==> src/design/dqe_pkg.sv <==
`timescale 1ns / 1ps
// ----------------------------------------------------------------------------
// DNS question encoder package
// Shared widths, register indexes and message framing constants.
// ----------------------------------------------------------------------------
package dqe_pkg;

  localparam int CHAR_W    = 8;
  localparam int WORD_W    = 16;
  localparam int CFG_IDX_W = 2;

  localparam logic [CFG_IDX_W-1:0] REG_QUERY_ID       = 2'd0;
  localparam logic [CFG_IDX_W-1:0] REG_HEADER_FLAGS   = 2'd1;
  localparam logic [CFG_IDX_W-1:0] REG_QUESTION_TYPE  = 2'd2;
  localparam logic [CFG_IDX_W-1:0] REG_QUESTION_CLASS = 2'd3;

  localparam logic [WORD_W-1:0] FLAGS_RESET = 16'h0100;
  localparam logic [WORD_W-1:0] QTYPE_RESET = 16'h0001;
  localparam logic [WORD_W-1:0] QCLASS_RESET = 16'h0001;
  localparam logic [WORD_W-1:0] QDCOUNT     = 16'h0001;

  localparam logic [CHAR_W-1:0] DOT_CHAR = 8'h2E;

  localparam int HDR_BYTES  = 12;
  localparam int TAIL_BYTES = 5;

  function automatic logic [CHAR_W-1:0] header_byte(
    input logic [3:0]        pos,
    input logic [WORD_W-1:0] query_id,
    input logic [WORD_W-1:0] flags
  );
    logic [CHAR_W-1:0] b;
    begin
      unique case (pos)
        4'd0:    b = query_id[15:8];
        4'd1:    b = query_id[7:0];
        4'd2:    b = flags[15:8];
        4'd3:    b = flags[7:0];
        4'd4:    b = QDCOUNT[15:8];
        4'd5:    b = QDCOUNT[7:0];
        default: b = '0;
      endcase
      return b;
    end
  endfunction

endpackage

==> src/design/dqe_char_if.sv <==
`timescale 1ns / 1ps
// ----------------------------------------------------------------------------
// Name character channel
// Carries one host name character and its end-of-name mark per request.
// ----------------------------------------------------------------------------
interface dqe_char_if import dqe_pkg::*; ();
  logic              valid;
  logic              ready;
  logic [CHAR_W-1:0] name_char;
  logic              name_end;

  modport source (output valid, output name_char, output name_end, input ready);
  modport sink   (input valid, input name_char, input name_end, output ready);
endinterface

==> src/design/dqe_byte_if.sv <==
`timescale 1ns / 1ps
// ----------------------------------------------------------------------------
// Message byte channel
// Carries one byte of the encoded query message per request.
// ----------------------------------------------------------------------------
interface dqe_byte_if import dqe_pkg::*; ();
  logic              valid;
  logic              ready;
  logic [CHAR_W-1:0] msg_byte;
  logic              msg_last;
  logic              label_overflow;

  modport source (output valid, output msg_byte, output msg_last,
                  output label_overflow, input ready);
  modport sink   (input valid, input msg_byte, input msg_last,
                  input label_overflow, output ready);
endinterface

==> src/design/dqe_cfg_if.sv <==
`timescale 1ns / 1ps
// ----------------------------------------------------------------------------
// Configuration write channel
// Carries a register index and the 16-bit value written to it.
// ----------------------------------------------------------------------------
interface dqe_cfg_if import dqe_pkg::*; ();
  logic                 valid;
  logic                 ready;
  logic [CFG_IDX_W-1:0] reg_index;
  logic [WORD_W-1:0]    wr_data;

  modport source (output valid, output reg_index, output wr_data, input ready);
  modport sink   (input valid, input reg_index, input wr_data, output ready);
endinterface

==> src/design/dqe_label_ram.sv <==
`timescale 1ns / 1ps
// ----------------------------------------------------------------------------
// Label buffer memory
// Single write port, single read port, registered read data.
// ----------------------------------------------------------------------------
module dqe_label_ram import dqe_pkg::*; #(
  parameter int DEPTH  = 48,
  parameter int ADDR_W = 6
) (
  input  logic              clk,
  input  logic              we,
  input  logic [ADDR_W-1:0] waddr,
  input  logic [CHAR_W-1:0] wdata,
  input  logic              re,
  input  logic [ADDR_W-1:0] raddr,
  output logic [CHAR_W-1:0] rdata
);

  logic [CHAR_W-1:0] mem [DEPTH];

  always_ff @(posedge clk) begin
    if (we) begin
      mem[waddr] <= wdata;
    end
  end

  always_ff @(posedge clk) begin
    if (re) begin
      rdata <= mem[raddr];
    end
  end

endmodule

==> src/design/dns_question_encoder_top.sv <==
`timescale 1ns / 1ps
// ----------------------------------------------------------------------------
// DNS question encoder
// Turns a dotted host name, one character per request on name_in, into a DNS
// query message, one byte per request on msg_out.
//
// The first character of a name first produces the 12-byte header. Label
// characters are written into an internal buffer memory; a dot or the final
// character sends the length byte and the buffered bytes, read back one per
// cycle while msg_out is ready. The final character then adds the root byte,
// qtype and qclass, and msg_last marks the last qclass byte. Characters past
// LABEL_MAX in one label are dropped and label_overflow is raised on
// that label's bytes. A character is taken only while no earlier one is
// being sent. A stalled receiver simply holds the sequencer in place.
// Registers are to be written on cfg only while the block is idle; the block
// does not enforce it, and cfg is always ready. Reset restores the register
// defaults and starts a new message.
// ----------------------------------------------------------------------------
module dns_question_encoder_top import dqe_pkg::*; #(
  parameter int LABEL_MAX = 48
) (
  input  logic       clk,
  input  logic       rst,
  dqe_char_if.sink   name_in,
  dqe_byte_if.source msg_out,
  dqe_cfg_if.sink    cfg
);

  localparam int CNT_W  = $clog2(LABEL_MAX + 1);
  localparam int ADDR_W = (LABEL_MAX > 1) ? $clog2(LABEL_MAX) : 1;
  localparam int IDX_W  = (CNT_W > 4) ? CNT_W : 4;

  typedef enum logic [2:0] {
    S_IDLE,
    S_HDR,
    S_LEN,
    S_DATA,
    S_TAIL
  } state_t;

  state_t            state;
  logic [IDX_W-1:0]  idx;
  logic [CNT_W-1:0]  label_count;
  logic              header_sent;
  logic              overflow_seen;
  logic              cur_flush;
  logic              cur_end;

  logic [WORD_W-1:0] query_id;
  logic [WORD_W-1:0] header_flags;
  logic [WORD_W-1:0] question_type;
  logic [WORD_W-1:0] question_class;

  logic              out_valid;
  logic [CHAR_W-1:0] out_byte;
  logic              out_last;
  logic              out_ovf;

  logic              accept;
  logic              adv;
  logic              load_out;
  logic              is_dot;
  logic              room;
  logic              store;
  logic [CNT_W-1:0]  count_next;
  logic              ovf_next;
  logic              flush_next;
  logic              rd_en;
  logic [ADDR_W-1:0] rd_addr;
  logic [CHAR_W-1:0] rd_data;
  logic [CHAR_W-1:0] tail_byte;
  logic              data_done;

  assign name_in.ready = (state == S_IDLE);
  assign accept        = name_in.valid && name_in.ready;
  assign adv           = !out_valid || msg_out.ready;
  assign load_out      = adv && (state == S_HDR || state == S_LEN ||
                                 state == S_DATA || state == S_TAIL);

  assign is_dot     = (name_in.name_char == DOT_CHAR);
  assign room       = (label_count < CNT_W'(LABEL_MAX));
  assign store      = accept && !is_dot && room;
  assign count_next = store ? label_count + CNT_W'(1) : label_count;
  assign ovf_next   = overflow_seen || (!is_dot && !room);
  assign flush_next = (is_dot || name_in.name_end) && (count_next != '0);

  assign data_done = (idx == IDX_W'(label_count) - IDX_W'(1));

  always_comb begin
    rd_en   = 1'b0;
    rd_addr = '0;
    if (adv && state == S_LEN) begin
      rd_en = 1'b1;
    end else if (adv && state == S_DATA && !data_done) begin
      rd_en   = 1'b1;
      rd_addr = ADDR_W'(idx + IDX_W'(1));
    end
  end

  always_comb begin
    unique case (idx[2:0])
      3'd0:    tail_byte = '0;
      3'd1:    tail_byte = question_type[15:8];
      3'd2:    tail_byte = question_type[7:0];
      3'd3:    tail_byte = question_class[15:8];
      3'd4:    tail_byte = question_class[7:0];
      default: tail_byte = '0;
    endcase
  end

  dqe_label_ram #(
    .DEPTH  (LABEL_MAX),
    .ADDR_W (ADDR_W)
  ) u_label_ram (
    .clk   (clk),
    .we    (store),
    .waddr (ADDR_W'(label_count)),
    .wdata (name_in.name_char),
    .re    (rd_en),
    .raddr (rd_addr),
    .rdata (rd_data)
  );

  assign cfg.ready = 1'b1;

  always_ff @(posedge clk) begin
    if (rst) begin
      query_id       <= '0;
      header_flags   <= FLAGS_RESET;
      question_type  <= QTYPE_RESET;
      question_class <= QCLASS_RESET;
    end else if (cfg.valid) begin
      unique case (cfg.reg_index)
        REG_QUERY_ID:       query_id       <= cfg.wr_data;
        REG_HEADER_FLAGS:   header_flags   <= cfg.wr_data;
        REG_QUESTION_TYPE:  question_type  <= cfg.wr_data;
        REG_QUESTION_CLASS: question_class <= cfg.wr_data;
      endcase
    end
  end

  assign msg_out.valid          = out_valid;
  assign msg_out.msg_byte       = out_byte;
  assign msg_out.msg_last       = out_last;
  assign msg_out.label_overflow = out_ovf;

  always_ff @(posedge clk) begin
    if (rst) begin
      state         <= S_IDLE;
      idx           <= '0;
      label_count   <= '0;
      header_sent   <= 1'b0;
      overflow_seen <= 1'b0;
      cur_flush     <= 1'b0;
      cur_end       <= 1'b0;
      out_valid     <= 1'b0;
      out_last      <= 1'b0;
      out_ovf       <= 1'b0;
    end else begin
      if (load_out) begin
        out_valid <= 1'b1;
      end else if (msg_out.ready) begin
        out_valid <= 1'b0;
      end
      unique case (state)
        S_IDLE: begin
          if (accept) begin
            label_count   <= count_next;
            overflow_seen <= ovf_next;
            header_sent   <= !name_in.name_end;
            cur_flush     <= flush_next;
            cur_end       <= name_in.name_end;
            idx           <= '0;
            if (!header_sent) begin
              state <= S_HDR;
            end else if (flush_next) begin
              state <= S_LEN;
            end else if (name_in.name_end) begin
              state <= S_TAIL;
            end
          end
        end
        S_HDR: begin
          if (adv) begin
            out_byte  <= header_byte(idx[3:0], query_id, header_flags);
            out_last  <= 1'b0;
            out_ovf   <= 1'b0;
            if (idx == IDX_W'(HDR_BYTES - 1)) begin
              idx <= '0;
              if (cur_flush) begin
                state <= S_LEN;
              end else if (cur_end) begin
                state <= S_TAIL;
              end else begin
                state <= S_IDLE;
              end
            end else begin
              idx <= idx + IDX_W'(1);
            end
          end
        end
        S_LEN: begin
          if (adv) begin
            out_byte  <= CHAR_W'(label_count);
            out_last  <= 1'b0;
            out_ovf   <= overflow_seen;
            idx       <= '0;
            state     <= S_DATA;
          end
        end
        S_DATA: begin
          if (adv) begin
            out_byte  <= rd_data;
            out_last  <= 1'b0;
            out_ovf   <= overflow_seen;
            if (data_done) begin
              label_count   <= '0;
              overflow_seen <= 1'b0;
              idx           <= '0;
              state         <= cur_end ? S_TAIL : S_IDLE;
            end else begin
              idx <= idx + IDX_W'(1);
            end
          end
        end
        S_TAIL: begin
          if (adv) begin
            out_byte  <= tail_byte;
            out_ovf   <= 1'b0;
            out_last  <= (idx == IDX_W'(TAIL_BYTES - 1));
            if (idx == IDX_W'(TAIL_BYTES - 1)) begin
              idx           <= '0;
              label_count   <= '0;
              overflow_seen <= 1'b0;
              state         <= S_IDLE;
            end else begin
              idx <= idx + IDX_W'(1);
            end
          end
        end
        default: state <= S_IDLE;
      endcase
    end
  end

endmodule
==> src/flat_wrapper.sv <==
// flat-port wrapper written by rule: the top's interface ports become plain ports
module dns_question_encoder_top_flat import dqe_pkg::*;
#(
  parameter int LABEL_MAX = 48
)
  (clk, rst, name_in_valid, name_in_name_char, name_in_name_end, name_in_ready, msg_out_valid, msg_out_msg_byte, msg_out_msg_last, msg_out_label_overflow, msg_out_ready, cfg_valid, cfg_reg_index, cfg_wr_data, cfg_ready);
  dqe_char_if name_in_i ();
  dqe_byte_if msg_out_i ();
  dqe_cfg_if cfg_i ();
  input  logic clk;
  input  logic rst;
  input wire logic [$bits(name_in_i.valid)-1:0] name_in_valid;
  input wire logic [$bits(name_in_i.name_char)-1:0] name_in_name_char;
  input wire logic [$bits(name_in_i.name_end)-1:0] name_in_name_end;
  output wire logic [$bits(name_in_i.ready)-1:0] name_in_ready;
  output wire logic [$bits(msg_out_i.valid)-1:0] msg_out_valid;
  output wire logic [$bits(msg_out_i.msg_byte)-1:0] msg_out_msg_byte;
  output wire logic [$bits(msg_out_i.msg_last)-1:0] msg_out_msg_last;
  output wire logic [$bits(msg_out_i.label_overflow)-1:0] msg_out_label_overflow;
  input wire logic [$bits(msg_out_i.ready)-1:0] msg_out_ready;
  input wire logic [$bits(cfg_i.valid)-1:0] cfg_valid;
  input wire logic [$bits(cfg_i.reg_index)-1:0] cfg_reg_index;
  input wire logic [$bits(cfg_i.wr_data)-1:0] cfg_wr_data;
  output wire logic [$bits(cfg_i.ready)-1:0] cfg_ready;
  assign name_in_i.valid = name_in_valid;
  assign name_in_i.name_char = name_in_name_char;
  assign name_in_i.name_end = name_in_name_end;
  assign name_in_ready = name_in_i.ready;
  assign msg_out_valid = msg_out_i.valid;
  assign msg_out_msg_byte = msg_out_i.msg_byte;
  assign msg_out_msg_last = msg_out_i.msg_last;
  assign msg_out_label_overflow = msg_out_i.label_overflow;
  assign msg_out_i.ready = msg_out_ready;
  assign cfg_i.valid = cfg_valid;
  assign cfg_i.reg_index = cfg_reg_index;
  assign cfg_i.wr_data = cfg_wr_data;
  assign cfg_ready = cfg_i.ready;
  dns_question_encoder_top #(.LABEL_MAX(LABEL_MAX)) u_core (.clk(clk), .rst(rst), .name_in(name_in_i), .msg_out(msg_out_i), .cfg(cfg_i));
endmodule
==> config.mk <==
export PLATFORM = sky130hd
export DESIGN_NAME = dns_question_encoder_top_flat
export DESIGN_NICKNAME = d
export VERILOG_FILES = /design/src/design/dqe_pkg.sv /design/src/design/dqe_char_if.sv /design/src/design/dqe_byte_if.sv /design/src/design/dqe_cfg_if.sv /design/src/design/dqe_label_ram.sv /design/src/design/dns_question_encoder_top.sv /design/src/flat_wrapper.sv
export SDC_FILE = /design/constraint.sdc
export NUM_CORES = 1
export LEC_CHECK = 0
export ABC_AREA = 1
export CAP_MARGIN = 5
export CORE_MARGIN = 8
export CORE_UTILIZATION = 25
export DETAILED_ROUTE_END_ITERATION = 12
export DONT_BUFFER_PORTS = 1
export GPL_ROUTABILITY_DRIVEN = 1
export PLACE_DENSITY = 0.42
export SYNTH_ARGS = -nofsm -noshare
export SYNTH_HDL_FRONTEND = slang
export SYNTH_SLANG_ARGS = --single-unit
==> constraint.sdc <==
create_clock -name clk -period 3.95 [get_ports clk]
set_input_delay 0.5925 -clock clk [delete_from_list [all_inputs] [get_ports clk]]
set_output_delay 0.5925 -clock clk [all_outputs]
set_load 0.03 [all_outputs]
==> summary.md, run 1 <==
| Metric | Value |
|---|---|
| Status | `complete, no violations` |
| Worst path max stage delay | `0.49 ns` |
| #FFs+latches synth | `486` |
| Yosys top cell area share | `about 55%` |
| Slew Viols, Final | `0` |
| Core area | `~87,000 um^2` |
| Post-placement cell area | `23,300 um^2` |
| Seq/Total Area, Yosys | `a little over three fifths` |
| GR Overflow Total | `0` |
| Maximum capacitance violations | `0` |
| Main synth FF type | `edfxtp_1` |
| Number of global-route vias before repair | `about 16k` |
| LEAKAGE | `roughly 10 nW` |
| Layout cells sized above 1 | `7.99%` |
| Critical path arrival | `just under 4 ns` |
| Final setup vio count | `0` |
| RSZ-0062 raised after global routing | `false` |
| Drt wl/cell | `slightly below 20 um` |
| Initial Utilization | `between 20% and 30%` |
| CTS tree | `done` |
| Clk Latency, worst-skew pair | `about 0.64 ns` |
| Post-Synthesis Cells | `~2.2k` |
| Via/cell ratio | `4.63` |
| # rows | `between 100 and 150` |
| CP delay by family, top | `buffers and inverters` |
| Starting DRT DRC Count | `roughly 1.4k` |
| Synth unique cells | `slightly above 40` |
| Drc violations | `0` |
| Finished layout cell area | `25,000 um^2` |
| Clock slew at reported path FFs | `0.06 ns` |
| Die W | `312 um` |
| CTS Buf Count | `55` |
| Clk buf depth | `3` |
| Max Clock Skew | `around 0.044 ns` |
| Tot GR Track Use | `13.2%` |
| Synthesized area per cell | `about 10 um^2` |
| Final period util | `between 80% and 90%` |
| Initial antenna violation count | `0` |
| Worst Tran Pin Value | `1.07 ns` |
| Yosys warning count | `0` |
| Syn_nets | `roughly 2.3k` |
| Min-Delay Path Depth | `1` |
| Area leader, netlist | `edfxtp_1` |
| Hold Fails Final Rpt | `0` |
| Largest net degree at the start of global routing | `roughly 120` |
| Min Tclk post-route | `3.49 ns` |
| Cts repair resizes | `0` |
| Hold_buf cts | `0` |
| P&R area growth vs syn | `14.1%` |
| Post-DRT Antenna Nets | `0` |
| Sum of buffers and inverters on the critical path | `5` |
| CTS root buffer | `clkbuf_16` |
| R2R depth | `19` |
| Post-layout nets | `approximately 2.2k` |
| Startpoint Class | `flop` |
| Max_slew headroom | `between 20 and 30%` |
| Top Ports | `45` |
| Worst IR Drop VDD | `between 0.0003 and 0.0004 V` |
| Final GP Congestion | `0.811` |
| DIE HEIGHT | `a little over 300 um` |
| Crit path max fanout | `29` |
| Input/output buffers | `0` |
| H-tree levels | `2` |
| Crit-path cells | `inv_1 > ha_1 > inv_1 > nand2_1 > nand3_1 > nand2_1 > nand2_1 > nor2_2 > nand3_4 > nand3_4 > inv_2 > buf_4 > buf_4 > o211ai_1 > nand3_1 > nand3_1 > nand2_1 > nand2_1 > nand2_1` |
| Full die area | `about 97,000 um^2` |
| Slowest CP cell | `dfxtp_1` |
| Setup CP Type | `flop to flop` |
| Power density cells | `472 nW/um^2` |
| EDFF count, synth | `400` |
| Sink Count | `486` |
| First-pass GRT wire length | `101,000 um` |
| Synthesized area | `around 22,000 um^2` |
| Async SR Flop Fraction | `0%` |
| Initial DRT Pass Iterations | `7` |
| Post-CTS Setup Inserts | `0` |
| Worst min path class | `primary input to flop` |
| HPWL after DPL | `40,900 um` |
| Most frequent CP cell | `nand2_1` |
| DRT Wirelength | `approximately 66,000 um` |
| Fmax | `~0.29 GHz` |
| WP data required | `~4.4 ns` |
| Most frequent cells in the layout | `400 x edfxtp_1, 365 x inv_1, 329 x nand2_1, 319 x nand3_1, 169 x nor2_1` |
| Most common cell after layout, fill and taps aside | `edfxtp_1` |
| Fillers | `between 9k and 10k` |
| Vias | `15.8k` |
| Crit. path cell count | `19` |
| Sum Neg Setup Slack | `0 ns` |
| CP Capture Type | `flop` |
| Top cells by area, synth | `edfxtp_1 55%, dfxtp_1 7.9%, nand3_1 7.3%, inv_1 6.3%, nand2_1 5.6%` |
[through the flow]
step	power (mW)	instances	hold slack (ns)	setup slack, ns	utilization, %
after floorplan	6.64	2217	0.425	1.43	-
after global placement	7.00	3308	0.434	0.515	26.8
after detailed placement	7.01	3308	0.439	0.491	26.8
after CTS	11.9	3407	0.0173	0.477	28.8
after global routing	12.2	3407	0.0260	0.169	28.8
final	11.8	3408	0.0559	0.456	28.8
[sequential cells by signal, indices dropped and copies added (netlist names), 3 cells and up]
| name | cells |
|---|---|
| u_core.header_flags | 16 |
| u_core.idx | 6 |
| u_core.label_count | 6 |
| u_core.msg_out.msg_byte | 8 |
| u_core.query_id | 16 |
| u_core.question_class | 16 |
| u_core.question_type | 16 |
| u_core.state | 3 |
| u_core.u_label_ram.mem | 384 |
| u_core.u_label_ram.rdata | 8 |
[Yosys cell counts, types with 2 or more instances]
library cell / number
buf_6: 3
o21ai_1: 5
a21oi_1: 37
nor2_4: 2
o221ai_1: 2
inv_1: 365
nand3_4: 3
ha_1: 7
clkbuf_1: 59
o211ai_1: 57
buf_2: 33
buf_4: 23
nor2_1: 169
dfxtp_1: 86
or2_2: 17
edfxtp_1: 400
o2111ai_1: 8
o22ai_1: 8
nand2_1: 329
a211oi_1: 2
a221oi_1: 9
nor2_2: 3
xor2_1: 7
nand3_1: 319
inv_2: 6
o21ai_0: 97
buf_1: 12
a32o_1: 4
xnor2_1: 2
nand4_1: 125
clkinv_1: 3
nor3_1: 6
[where the power goes]
group / switching [mW] / total (mW) / internal [mW]
Sequential: 0.117 / 5.82 / 5.70
Clock: 2.14 / 4.89 / 2.75
Combinational: 0.793 / 1.08 / 0.286
[metal layers]
| layer | part of all wire [%] | track usage, % | wire, um | vias up |
|---|---|---|---|---|
| met1 | 47 | 19.0 | 31300 | 7698 |
| met5 | 0 | 0 | 0 | - |
| met4 | 1.9 | 3.31 | 1280 | 0 |
| met2 | 45 | 20.7 | 29700 | 432 |
| li1 | - | - | - | 7556 |
| met3 | 5.7 | 1.98 | 3740 | 81 |
[worst reg2reg max path: stages (launching register included)]
cell      delay, ns
dfxtp_1        0.49
inv_1          0.15
ha_1           0.25
inv_1          0.09
nand2_1        0.06
nand3_1        0.11
nand2_1        0.06
nand2_1        0.07
nor2_2         0.05
nand3_4        0.10
nand3_4        0.10
inv_2          0.25
buf_4          0.43
buf_4          0.40
o211ai_1       0.15
nand3_1        0.13
nand3_1        0.15
nand2_1        0.18
nand2_1        0.08
nand2_1        0.09
[final cells by class]
class	count	area (um^2)	share of cell area, %
Sequential cell	486	13700	55.0
Multi-Input combinational cell	1227	6130	24.5
Tap cell	1155	1450	5.78
Clock buffer	64	1410	5.64
Inverter	374	1410	5.63
Timing Repair Buffer	66	571	2.28
Clock inverter	35	282	1.13
Antenna cell	1	2.50	0.0100
[cell families (layout without fill, tap and decap cells)]
logic type,count (synthesis),count (layout),synth area share [%]
simple gates,978,978,20.7
buf+inv,504,539,9.33
flops,486,486,62.7
compound gates,232,232,6.51
xor+xnor,9,9,0.360
fa+ha+maj,7,7,0.400
other cells,1,2,0.0171
[path summary, 6_finish.rpt]
check	slack, ns	start	to
max reg2reg	0.46	u_core.label_count[1]	u_core.u_label_ram.rdata[6]
min reg2reg	0.45	u_core.question_class[5]	u_core.question_class[5]
max	0.46	u_core.label_count[1]	u_core.u_label_ram.rdata[6]
min	0.06	rst	u_core.msg_out.msg_last
No activity file was read; power rests on OpenSTA's default activity.
==> run 2: changes to the inputs <==
--- a/config.mk
+++ b/config.mk
@@ -5,10 +5,10 @@
 export SDC_FILE = /design/constraint.sdc
 export NUM_CORES = 1
 export LEC_CHECK = 0
-export ABC_AREA = 1
 export CAP_MARGIN = 5
 export CORE_MARGIN = 8
 export CORE_UTILIZATION = 25
+export CTS_CLUSTER_DIAMETER = 60
 export DETAILED_ROUTE_END_ITERATION = 12
 export DONT_BUFFER_PORTS = 1
 export GPL_ROUTABILITY_DRIVEN = 1
==> summary.md, run 2 <==
| Metric | Value |
|---|---|
| Flip-flop count of the largest register after layout | `approximately 380` |
| Core area | `about 82,000 um^2` |
| Status | `complete, no violations` |
| # rows | `roughly 110` |
| Startpoint Class | `flop` |
| Setup CP Type | `flop to flop` |
| Max Clock Skew | `around 0.019 ns` |
| First-pass GRT wire length | `between 90,000 and 100,000 um` |
| Top cells by area, synth | `edfxtp_1 59%, dfxtp_1 8.4%, nand2_1 5.3%, mux2i_1 3.0%, a21oi_1 2.8%` |
| Antenna Cells | `0` |
| Main synth FF type | `edfxtp_1` |
| Largest net degree at the start of global routing | `82` |
| Yosys warning count | `0` |
| Sum of buffers and inverters on the critical path | `2` |
| Post-Synth Adder-Cell Area | `0.428%` |
| Slowest CP cell | `o32ai_1` |
| Die W | `slightly above 300 um` |
| Synthesized area per cell | `~12 um^2` |
| WP data required | `roughly 4.3 ns` |
| RSZ-0062 raised after global routing | `false` |
| DIE HEIGHT | `302 um` |
| Syn_nets | `around 1.7k` |
| Seq/Total Area, Yosys | `about two thirds` |
| Area leader, netlist | `edfxtp_1` |
| Drc violations | `0` |
| Hold Fails Final Rpt | `0` |
| H-tree levels | `2` |
| Number of global-route vias before repair | `13.6k` |
| Clk Latency, worst-skew pair | `between 0.6 and 0.7 ns` |
| Initial Utilization | `between 20% and 30%` |
| Fillers | `slightly above 8k` |
| Min Tclk post-route | `around 3.6 ns` |
| Max_slew headroom | `~23%` |
| Synthesized area | `slightly above 20,000 um^2` |
| Post-layout nets | `1,730` |
| Synth Area in Simple Gates | `approximately 11%` |
| Initial antenna violation count | `1` |
| DRT Wirelength | `between 60,000 and 70,000 um` |
| Hold_buf cts | `0` |
| Initial DRT Pass Iterations | `10` |
| CTS Buf Count | `56` |
| Post-DRT Antenna Nets | `0` |
| Critical path arrival | `between 3 and 4 ns` |
| Clock slew at reported path FFs | `roughly 0.06 ns` |
| Crit path max fanout | `13` |
| Register area | `about 14,000 um^2` |
| Worst path max stage delay | `0.63 ns` |
| Top Ports | `45` |
| Final period util | `91.3%` |
| CP Capture Type | `flop` |
| Synth unique cells | `85` |
| Compound-Gate Fraction of Synth Area | `14.0%` |
| Cts repair resizes | `0` |
| Async SR Flop Fraction | `0%` |
| GR Overflow Total | `0` |
| Post-synthesis mux area share | `slightly below 4%` |
| Most common cell after layout, fill and taps aside | `edfxtp_1` |
| Drt wl/cell | `around 23 um` |
| Tot GR Track Use | `approximately 14%` |
| Post-CTS Setup Inserts | `0` |
| HPWL after DPL | `roughly 43,000 um` |
| CTS root buffer | `clkbuf_16` |
| Layout cells sized above 1 | `between 10 and 15%` |
| Vias | `~14k` |
| CP delay by family, top | `compound AO/OA/AOI/OAI gates` |
| Most frequent cells in the layout | `400 x edfxtp_1, 289 x nand2_1, 116 x nor2_1, 113 x a21oi_1, 86 x buf_4` |
| Largest family of logic cells by synthesized area | `compound AO/OA/AOI/OAI gates` |
| Worst IR Drop VDD | `0.000334 V` |
| Fmax | `0.277 GHz` |
| EDFF count, synth | `400` |
| Maximum capacitance violations | `0` |
| Full die area | `91,200 um^2` |
| Slew Viols, Final | `0` |
| CTS tree | `done` |
| Starting DRT DRC Count | `about 1.1k` |
| Sink Count | `486` |
| LEAKAGE | `between 7 and 8 nW` |
| Yosys top cell area share | `between 50 and 60%` |
| Worst min path class | `primary input to flop` |
| Sum Neg Setup Slack | `0 ns` |
| Area occupied by multi-input gates | `just over 6000 um^2` |
| Clk buf depth | `3` |
| Flop2flop setup slack | `0.34 ns` |
| Final GP Congestion | `between 0.8 and 0.9` |
| Synth top cells by count | `400 x edfxtp_1, 289 x nand2_1, 117 x nor2_1` |
| P&R area growth vs syn | `16.4%` |
| Synth Area in XOR/XNOR | `less than 1%` |
| Crit-path cells | `inv_1 > ha_1 > xnor2_1 > nor2_1 > o31ai_4 > buf_4 > a221oi_2 > nor2_2 > a21oi_1 > o32ai_1 > nor3_1` |
| Power density cells | `between 500 and 600 nW/um^2` |
| #FFs+latches synth | `approximately 500` |
| Post-Synthesis Cells | `1,659` |
| Fin util | `29.2%` |
| Worst Tran Pin Value | `1.15 ns` |
| Input/output buffers | `0` |
| Via/cell ratio | `approximately 5` |
| Largest Register | `u_core.u_label_ram.mem` |
| Count leader, synth | `edfxtp_1` |
| Final setup vio count | `0` |
[run 2: cell count changes in the layout (fill, tap and decap cells not counted), moves of 42 or more]
| cell | before | now |
|---|---|---|
| nor2_1 | 169 | 116 |
| a21oi_1 | 37 | 113 |
| a31oi_1 | 0 | 42 |
| nand4_1 | 125 | 4 |
| inv_1 | 365 | 14 |
| mux2i_1 | 0 | 61 |
| o21ai_0 | 97 | 48 |
| nand3_1 | 319 | 21 |
[run 2: cells by family (layout without fill, tap and decap cells)]
family	Yosys count	count (layout)
AOI/OAI and AO/OA	418	418
xor gates and xnor gates	15	15
adders and majority gates	7	7
buffers and inverters	129	206
DFF	486	486
muxes	78	78
other	1	1
and+or+nand+nor	525	525
[run 2: area by class of cell]
| cell class | count | area share (%) |
|---|---|---|
| clock buffers | 63 | 6.00 |
| clock inverters | 40 | 1.27 |
| inverters | 14 | 0.221 |
| multi-input cells | 1044 | 26.2 |
| flip-flops and latches | 486 | 57.7 |
| well taps | 1070 | 5.63 |
| repair buffers | 89 | 2.93 |
[run 2: worst paths after layout]
check / startpoint / endpoint / cells past startpoint
worst max-delay path: u_core.label_count[0] / u_core.u_label_ram.rdata[5] / 11
worst min-delay path: rst / u_core.header_flags[1] / 1
worst max register to register: u_core.label_count[0] / u_core.u_label_ram.rdata[5] / 11
worst min register to register: u_core.question_type[5] / u_core.question_type[5] / 2
[run 2: per-stage QoR]
step / total power [mW] / setup WS, ns / std cells / hold slack [ns] / instance area (um^2)
6_report: 12.1 / 0.344 / 2806 / 0.0503 / 23800
5_1_grt: 12.5 / 0.0656 / 2806 / 0.0176 / 23800
4_1_cts: 12.2 / 0.234 / 2805 / 0.0218 / 23800
3_5_place_dp: 7.26 / 0.262 / 2702 / 0.441 / 22000
3_3_place_gp: 7.26 / 0.326 / 2702 / 0.435 / 22000
2_1_floorplan: 6.78 / 0.365 / 1659 / 0.433 / 20400
[run 2: per-layer routing]
layer / vias to the layer above / wire, um / global-route usage (%)
li1: 6357 / - / -
met1: 6889 / 28900 / 18.6
met2: 359 / 30300 / 23.1
met3: 90 / 3640 / 2.64
met4: 0 / 1360 / 3.36
met5: - / 0 / 0
[run 2: report_power, final]
group / switching [mW] / internal, mW
registers: 0.136 / 5.69
clock network: 2.17 / 2.75
logic: 0.903 / 0.419
total: 3.21 / 8.86
==> run 3: changes to the inputs <==
--- a/config.mk
+++ b/config.mk
@@ -7,12 +7,12 @@
 export LEC_CHECK = 0
 export CAP_MARGIN = 5
 export CORE_MARGIN = 8
-export CORE_UTILIZATION = 25
+export CORE_UTILIZATION = 40
 export CTS_CLUSTER_DIAMETER = 60
 export DETAILED_ROUTE_END_ITERATION = 12
 export DONT_BUFFER_PORTS = 1
 export GPL_ROUTABILITY_DRIVEN = 1
-export PLACE_DENSITY = 0.42
+export PLACE_DENSITY = 0.58
 export SYNTH_ARGS = -nofsm -noshare
 export SYNTH_HDL_FRONTEND = slang
 export SYNTH_SLANG_ARGS = --single-unit
==> summary.md, run 3 (synthesis results as in run 2) <==
| Metric | Value |
|---|---|
| Status | `complete, no violations` |
| Number of global-route vias before repair | `13.4k` |
| Fillers | `about 4.6k` |
| Tot GR Track Use | `a little under a fifth` |
| Clk buf depth | `3` |
| Power density cells | `about 520 nW/um^2` |
| Flip-flop count of the largest register after layout | `384` |
| Worst IR Drop VDD | `roughly 0.00052 V` |
| Hold Fails Final Rpt | `0` |
| Final period util | `approximately 93%` |
| Via/cell ratio | `about 5.8` |
| P&R area growth vs syn | `13.8%` |
| DP Worst Slack | `0.0672 ns` |
| Startpoint Class | `flop` |
| Final setup vio count | `0` |
| Maximum capacitance violations | `0` |
| GR Overflow Total | `0` |
| Largest net degree at the start of global routing | `roughly 80` |
| Starting DRT DRC Count | `around 1.4k` |
| Final GP Congestion | `between 0.8 and 0.9` |
| LEAKAGE | `7.37 nW` |
| Most frequent cells in the layout | `400 x edfxtp_1, 289 x nand2_1, 116 x nor2_1, 113 x a21oi_1, 85 x dfxtp_1` |
| Worst Tran Pin Value | `about 1.2 ns` |
| First-pass GRT wire length | `~86,000 um` |
| Min Tclk post-route | `around 3.7 ns` |
| Vias | `~14k` |
| # rows | `83` |
| WP data required | `4.29 ns` |
| Layout cells sized above 1 | `between 10% and 20%` |
| CP delay by family, top | `simple AND/OR/NAND/NOR gates` |
| Crit-path cells | `inv_1 > ha_1 > xor2_1 > o2111a_1 > buf_4 > a211oi_4 > buf_4 > nand2_2 > a221oi_1 > nor4_1 > nor4_1` |
| Most common cell after layout, fill and taps aside | `edfxtp_1` |
| Die W | `242 um` |
| Finished Layout Cells | `about 2.4k` |
| Largest Register | `u_core.u_label_ram.mem` |
| Hold_buf cts | `0` |
| CP Capture Type | `flop` |
| Drc violations | `0` |
| CTS tree | `done` |
| Post-layout nets | `roughly 1.7k` |
| Slew Viols, Final | `0` |
| Hold_ws | `between 0.07 and 0.08 ns` |
| Sum Neg Setup Slack | `0 ns` |
| Critical path arrival | `4.03 ns` |
| Antenna Cells | `0` |
| Finished layout cell area | `23,300 um^2` |
| Max Clock Skew | `0.0350 ns` |
| RSZ-0062 raised after global routing | `false` |
| Full die area | `around 59,000 um^2` |
| Clock slew at reported path FFs | `about 0.070 ns` |
| Worst min path class | `primary input to flop` |
| Drt wl/cell | `between 20 and 25 um` |
| DRT Wirelength | `~58,000 um` |
| Initial DRT Pass Iterations | `7` |
| Fmax | `0.271 GHz` |
| Overall power after layout | `about 12 mW` |
| Setup CP Type | `flop to flop` |
| Post-placement cell area | `roughly 21,000 um^2` |
| Worst path max stage delay | `slightly above 0.6 ns` |
| Initial Utilization | `40.2%` |
| HPWL after DPL | `37,400 um` |
| H-tree levels | `2` |
| Top Ports | `45` |
| Sink Count | `roughly 500` |
| Post-DRT Antenna Nets | `0` |
| Slowest CP cell | `o2111a_1` |
| DIE HEIGHT | `between 200 and 250 um` |
| Input/output buffers | `0` |
| Placed Cells incl. Taps | `about 2.3k` |
| Core area | `approximately 51,000 um^2` |
| Crit path max fanout | `13` |
| Final Worst Setup Slack | `between 0.2 and 0.3 ns` |
| CTS root buffer | `clkbuf_16` |
| Fin util | `a little under half` |
| Max_slew headroom | `between 15 and 20%` |
| Initial antenna violation count | `0` |
| CTS Buf Count | `52` |
| Sum of buffers and inverters on the critical path | `3` |
| Clk Latency, worst-skew pair | `between 0.6 and 0.7 ns` |
[run 3: changes by cell type in the layout (fill, tap and decap cells not counted), sizes merged]
cell,before,now
inv,21,18
clkinvlp,3,5
bufinv,2,4
clkinv,28,14
clkbuf,63,68
buf,89,85
[run 3: final timing paths]
| path | endpoint | startpoint | cells after the start | slack (ns) |
|---|---|---|---|---|
| setup / recovery | u_core.u_label_ram.rdata[0] | u_core.label_count[0] | 11 | 0.26 |
| hold / removal | u_core.question_type[3] | rst | 1 | 0.07 |
| setup reg to reg | u_core.u_label_ram.rdata[0] | u_core.label_count[0] | 11 | 0.26 |
| hold reg to reg | u_core.question_class[8] | u_core.question_class[8] | 2 | 0.45 |
[run 3: final cells by class]
class | instances | area [um^2] | share of cell area, %
tap | 680 | 851 | 3.66
timing repair buffer | 85 | 676 | 2.90
clock buffer | 68 | 1430 | 6.16
clock inverter | 27 | 287 | 1.23
multi-input combinational | 1044 | 6230 | 26.8
inverter | 14 | 52.6 | 0.226
sequential | 486 | 13700 | 59.0
[run 3: per-layer routing]
metal	vias to the layer above	GRT usage, %	part of all wire, %
li1	6329	-	-
met1	7005	26.1	44
met2	540	30.3	46
met3	98	3.75	7.4
met4	0	6.00	2.6
met5	-	0	0
[run 3: worst register-to-register path: stages, from the launching register on]
cell and delay [ns]:
dfxtp_1 0.50, inv_1 0.17, ha_1 0.37, xor2_1 0.20, o2111a_1 0.61, buf_4 0.30
a211oi_4 0.08, buf_4 0.21, nand2_2 0.16, a221oi_1 0.08, nor4_1 0.61, nor4_1 0.15
[run 3: repair_timing]
item                                    4_1_cts  5_1_grt
endpoints found under the setup margin        0        3
buffers inserted                              0        7
resized for setup                             0        2
endpoints found under the hold margin         0        0
[run 3: power by group]
group	leakage, nW	internal, mW	switching, mW	total (mW)
logic	2.24	0.432	0.891	1.32
clock network	0.828	2.84	2.05	4.89
registers	4.30	5.69	0.133	5.82
